--- src/hdl/bgu_pkg.sv ---
// shared types, constants and the sigmoid table function for the gibbs unit update block
// no dependencies
package bgu_pkg;

  localparam int UNITS_DEF           = 16;
  localparam int WEIGHT_BITS_DEF     = 16;
  localparam int SIGMOID_ENTRIES_DEF = 1024;

  localparam int WEIGHT_FIELD_BITS = 16;
  localparam int FIELD_BITS        = 21;
  localparam int PROB_BITS         = 16;
  localparam int PATTERN_BITS      = 16;
  localparam int CLIP_BITS         = 24;
  localparam int INV_T_BITS        = 16;
  localparam int VARIANT_BITS      = 3;
  localparam int CFG_INDEX_BITS    = 1;
  localparam int CFG_DATA_BITS     = 16;

  localparam logic [INV_T_BITS-1:0] INV_T_RESET = 16'd256;

  typedef enum logic [1:0] {
    MODE_WRITE_WEIGHT = 2'd0,
    MODE_WRITE_BIT    = 2'd1,
    MODE_UPDATE       = 2'd2,
    MODE_NOP          = 2'd3
  } mode_t;

  typedef enum logic [VARIANT_BITS-1:0] {
    VAR_BIAS_ROW      = 3'd0,
    VAR_DIAG_BIAS     = 3'd1,
    VAR_OFF_DIAG      = 3'd2,
    VAR_FULL          = 3'd3,
    VAR_DIAG_BIAS_ALT = 3'd4
  } variant_t;

  typedef enum logic [CFG_INDEX_BITS-1:0] {
    CFG_FIELD_VARIANT = 1'b0,
    CFG_INV_TEMP      = 1'b1
  } cfg_index_t;

  typedef enum logic [2:0] {
    ST_IDLE,
    ST_SCAN,
    ST_DRAIN,
    ST_SCALE,
    ST_INDEX,
    ST_LOOKUP,
    ST_DONE
  } bgu_state_t;

  typedef struct packed {
    logic idle;
    logic scan;
    logic scale;
    logic index;
    logic lookup;
    logic finish;
  } bgu_cmd_t;

  typedef struct packed {
    logic start_update;
    logic start_other;
    logic scan_last;
    logic out_free;
  } bgu_sts_t;

  // shift and subtract quotient for the table build, operands non-negative
  function automatic longint table_div(input longint num, input longint den);
    longint q;
    longint r;
    q = 0;
    r = 0;
    for (int b = 62; b >= 0; b--) begin
      r = (r << 1) | ((num >> b) & longint'(1));
      if (r >= den) begin
        r = r - den;
        q = q | (longint'(1) << b);
      end
    end
    return q;
  endfunction

  // sigmoid at a bin midpoint given in Q.24, result Q0.16
  function automatic logic [PROB_BITS-1:0] sigmoid_entry(input longint mid);
    longint x;
    longint u;
    longint term;
    longint sum;
    longint y;
    longint den;
    longint p;
    x = mid - (longint'(1) << 27);
    u = (x < 0 ? -x : x) << 4;
    if (u > (longint'(1) << 31)) u = longint'(1) << 31;
    term = longint'(1) << 31;
    sum  = term;
    for (int i = 1; i <= 12; i++) begin
      term = table_div((term * u) >> 31, longint'(i));
      if (i[0]) sum = sum - term;
      else      sum = sum + term;
    end
    if (sum < 0) sum = 0;
    if (sum > (longint'(1) << 31)) sum = longint'(1) << 31;
    y = sum;
    for (int s = 0; s < 3; s++) begin
      y = (y * y + (longint'(1) << 30)) >> 31;
    end
    den = (longint'(1) << 31) + y;
    if (x >= 0) p = table_div((longint'(1) << 47) + (den >> 1), den);
    else        p = table_div((y << 16) + (den >> 1), den);
    if (p > 65535) p = 65535;
    return PROB_BITS'(p);
  endfunction

endpackage

--- src/hdl/bgu_ctrl.sv ---
// sequencer for the gibbs unit update block
// depends on bgu_pkg
module bgu_ctrl import bgu_pkg::*; (
  input  logic     clk,
  input  logic     rst,
  input  bgu_sts_t sts,
  output bgu_cmd_t cmd
);

  bgu_state_t state;
  bgu_state_t state_next;

  always_ff @(posedge clk) begin
    if (rst) begin
      state <= ST_IDLE;
    end else begin
      state <= state_next;
    end
  end

  always_comb begin
    cmd        = '0;
    state_next = state;
    unique case (state)
      ST_IDLE: begin
        cmd.idle = 1'b1;
        if (sts.start_update) begin
          state_next = ST_SCAN;
        end else if (sts.start_other) begin
          state_next = ST_DONE;
        end
      end
      ST_SCAN: begin
        cmd.scan = 1'b1;
        if (sts.scan_last) begin
          state_next = ST_DRAIN;
        end
      end
      ST_DRAIN: begin
        state_next = ST_SCALE;
      end
      ST_SCALE: begin
        cmd.scale  = 1'b1;
        state_next = ST_INDEX;
      end
      ST_INDEX: begin
        cmd.index  = 1'b1;
        state_next = ST_LOOKUP;
      end
      ST_LOOKUP: begin
        cmd.lookup = 1'b1;
        state_next = ST_DONE;
      end
      ST_DONE: begin
        if (sts.out_free) begin
          cmd.finish = 1'b1;
          state_next = ST_IDLE;
        end
      end
      default: begin
        state_next = ST_IDLE;
      end
    endcase
  end

endmodule

--- config.mk ---
export PLATFORM = sky130hd
export DESIGN_NAME = bgu_ctrl
export DESIGN_NICKNAME = d
export VERILOG_FILES = /design/src/hdl/bgu_pkg.sv /design/src/hdl/bgu_ctrl.sv
export SDC_FILE = /design/constraint.sdc
export NUM_CORES = 1
export LEC_CHECK = 0
export BUFFER_PORTS_ARGS = -buffer_cell sky130_fd_sc_hd__buf_2
export CAP_MARGIN = 0
export CORE_AREA = 2 2 39 41
export DETAILED_ROUTE_END_ITERATION = 16
export DIE_AREA = 0 0 41 43
export MAX_ROUTING_LAYER = met4
export PLACE_DENSITY = 0.4
export SLEW_MARGIN = 20
export SYNTH_ARGS = -nofsm -noshare
export SYNTH_HDL_FRONTEND = slang
export SYNTH_SLANG_ARGS = --single-unit
--- constraint.sdc ---
create_clock -name clk -period 1.3 [get_ports clk]
set_input_delay 0 -clock clk [delete_from_list [all_inputs] [get_ports clk]]
set_output_delay 0 -clock clk [all_outputs]
set_load 0.02 [all_outputs]
==> impl_metrics.env <==
export IMPL_critPathCaptureType="primary output"
export IMPL_fillers=160
export IMPL_vdd_ir_drop_worst_uv=440
export IMPL_total_power_mw=0.521
export IMPL_syn_num_nets=37
export IMPL_tns_ps=0
export IMPL_criticalPathCategory="flip-flop to primary output"
export IMPL_holdPathStages=3
export IMPL_die_x_um=41
export IMPL_core_rowCount=14
export IMPL_grt_max_degree=12
export IMPL_syn_avg_cell_area_um2=8.35
export IMPL_arrival_ps=1200
export IMPL_drt_total_wl_um=568
export IMPL_antenna_found_initial=0
export IMPL_dr_pass1_iters=2
export IMPL_cts_setup_buffers=0
export IMPL_clk_path_buf_depth=2
export IMPL_period_share=0.920
export IMPL_yosys_warnings=0
export IMPL_ys_seq_elements=3
export IMPL_worst_pin_slew_ps=228
export IMPL_num_vias=259
export IMPL_num_nets_final=51
export IMPL_grt_pass1_vias=215
export IMPL_setup_viol=0
export IMPL_drive_gt1_frac=0.500
export IMPL_n_antenna_cell=0
export IMPL_root_buffer="clkbuf_4"
export IMPL_fin_crit_ps=1200
export IMPL_fin_hold_ws_ps=88.9
export IMPL_fin_skew_ps=6.17
export IMPL_clkLatencyLatePin_ps=240
export IMPL_port_buffers=11
export IMPL_cp_max_fo=11
export IMPL_cts_tree="done"
export IMPL_die_h_um=43
export IMPL_worstHoldStart="sts[3]"
export IMPL_outcome="finished, final reports clean"
export IMPL_cp_required_ps=1300
export IMPL_grt_pass1_wl_um=931
export IMPL_top_register="state"
export IMPL_numCtsBuffers=3
export IMPL_initial_core_util=0.187
export IMPL_drc=0
export IMPL_yosysSeqAreaShare=0.232
export IMPL_routed_via_density=4.32
export IMPL_path_clk_slew_ps=40
export IMPL_start_kind="flip-flop"
export IMPL_dieArea_um2=1760
export IMPL_netlist_instances=31
export IMPL_cp_startpoint="state[2]"
export IMPL_grt_overflow_total=0
export IMPL_globalplace_congestion=0.648
export IMPL_routedWlPerCell_um=9.47
export IMPL_io_pins=12
export IMPL_largest_reg_flops=3
export IMPL_track_usage=0.0913
export IMPL_p_leak_nw=0.157
export IMPL_hpwl_um=418
export IMPL_fmax_mhz=836
export IMPL_r2r_start="state[2]"
export IMPL_drt_iter0_markers=12
export IMPL_rsz0062_at_grt="false"
export IMPL_synth_area_um2=259
export IMPL_cellPowerDensity_nw_per_um2=1500
export IMPL_hold_path_class="primary input to flip-flop"
export IMPL_area_growth_pct=33.8
export IMPL_drtAntennaViolNets=0
export IMPL_reg_top3="state x3"
export IMPL_hold_viol=0
export IMPL_relSlewSlack=0.848
export IMPL_ff2ff_path_depth=3
export IMPL_cap_violations=0
export IMPL_synth_cell_type_count=21
export IMPL_h_tree_depth=1
export IMPL_fin_util=0.250
export IMPL_drv_slew=0
export IMPL_cts_sinks=3
export IMPL_fp_coreArea_um2=1380
-- stage by stage --
step,setup slack [ps],area (um^2),instances
6_report,104,347,60
5_1_grt,32.6,347,60
4_1_cts,98.4,345,60
3_5_place_dp,195,307,55
3_3_place_gp,172,307,55
2_1_floorplan,263,259,31
-- cell type report --
cell class                 count  area [um^2]  share of cell area
multi-input combinational     24          168               0.484
timing repair buffer          12         65.1               0.188
sequential                     3         63.8               0.184
clock buffer                   4         26.3              0.0758
tap                           16         20.0              0.0578
inverter                       1         3.75              0.0108
-- power by group --
group	total, mW	switching, mW	leakage (nW)	internal (mW)
combinational	0.184	0.0978	0.117	0.0863
clock	0.167	0.0515	0.0150	0.115
sequential	0.171	0.0549	0.0258	0.116
total	0.521	0.204	0.157	0.317
-- layer usage --
| metal | track usage | routed length, um |
|---|---|---|
| met5 | - | 0 |
| met1 | 0.118 | 279 |
| met3 | 0.0628 | 45 |
| met4 | 0.100 | 25 |
| met2 | 0.0781 | 217 |
-- synth_stat cells --
cell,instances,share of area
nor3b_1,1,0.029
nor3_1,1,0.019
dfxtp_1,3,0.23
a31oi_1,1,0.024
and2_1,1,0.024
nor2_4,1,0.043
or2b_1,1,0.029
buf_6,2,0.087
a21oi_2,2,0.068
and3_1,1,0.024
nand2b_1,1,0.024
a21oi_1,2,0.039
nand2_1,1,0.014
buf_2,1,0.019
inv_1,1,0.014
and3b_1,1,0.034
nor2b_1,1,0.024
nor2_1,3,0.043
nor4b_4,1,0.092
and3b_2,1,0.039
o21ai_0,4,0.077
-- path summary, 6_finish.rpt --
check              to  slack, ps
max            cmd[0]        100
min          state[0]         90
max reg2reg  state[2]        310
min reg2reg  state[2]        550
-- worst max-delay path: stages, from the launching register on --
cell and delay (ps):
dfxtp_2 430, or2b_1 270, nor2b_1 100, buf_2 160
-- cell usage in the layout (no fill, tap or decap), drive strengths merged --
| master | instances |
|---|---|
| and3 | 1 |
| nor4b | 1 |
| dlygate4sd3 | 1 |
| and3b | 2 |
| o21ai | 4 |
| nand2 | 1 |
| nor2 | 4 |
| nor3b | 1 |
| a31oi | 1 |
| nor2b | 1 |
| nand2b | 1 |
| and2 | 1 |
| inv | 1 |
| a21oi | 4 |
| nor3 | 1 |
| or2b | 1 |
| dfxtp | 3 |
| clkbuf | 4 |
| buf | 11 |
-- repair_timing --
action                                  in CTS  in global routing
gates resized for setup                      2                  1
hold buffers                                 1                  0
endpoints found under the hold margin        2                  0
endpoints found under the setup margin       2                  1
pin swaps                                    0                  0
-- kinds of logic (layout without fill, tap and decap cells) --
| logic type | count (synthesis) | count (layout) | share of synthesized area |
|---|---|---|---|
| buffers and inverters | 4 | 17 | 0.121 |
| DFF | 3 | 3 | 0.232 |
| and+or+nand+nor | 15 | 15 | 0.440 |
| AOI/OAI and AO/OA | 9 | 9 | 0.208 |
(Power assumes the default switching activity.)
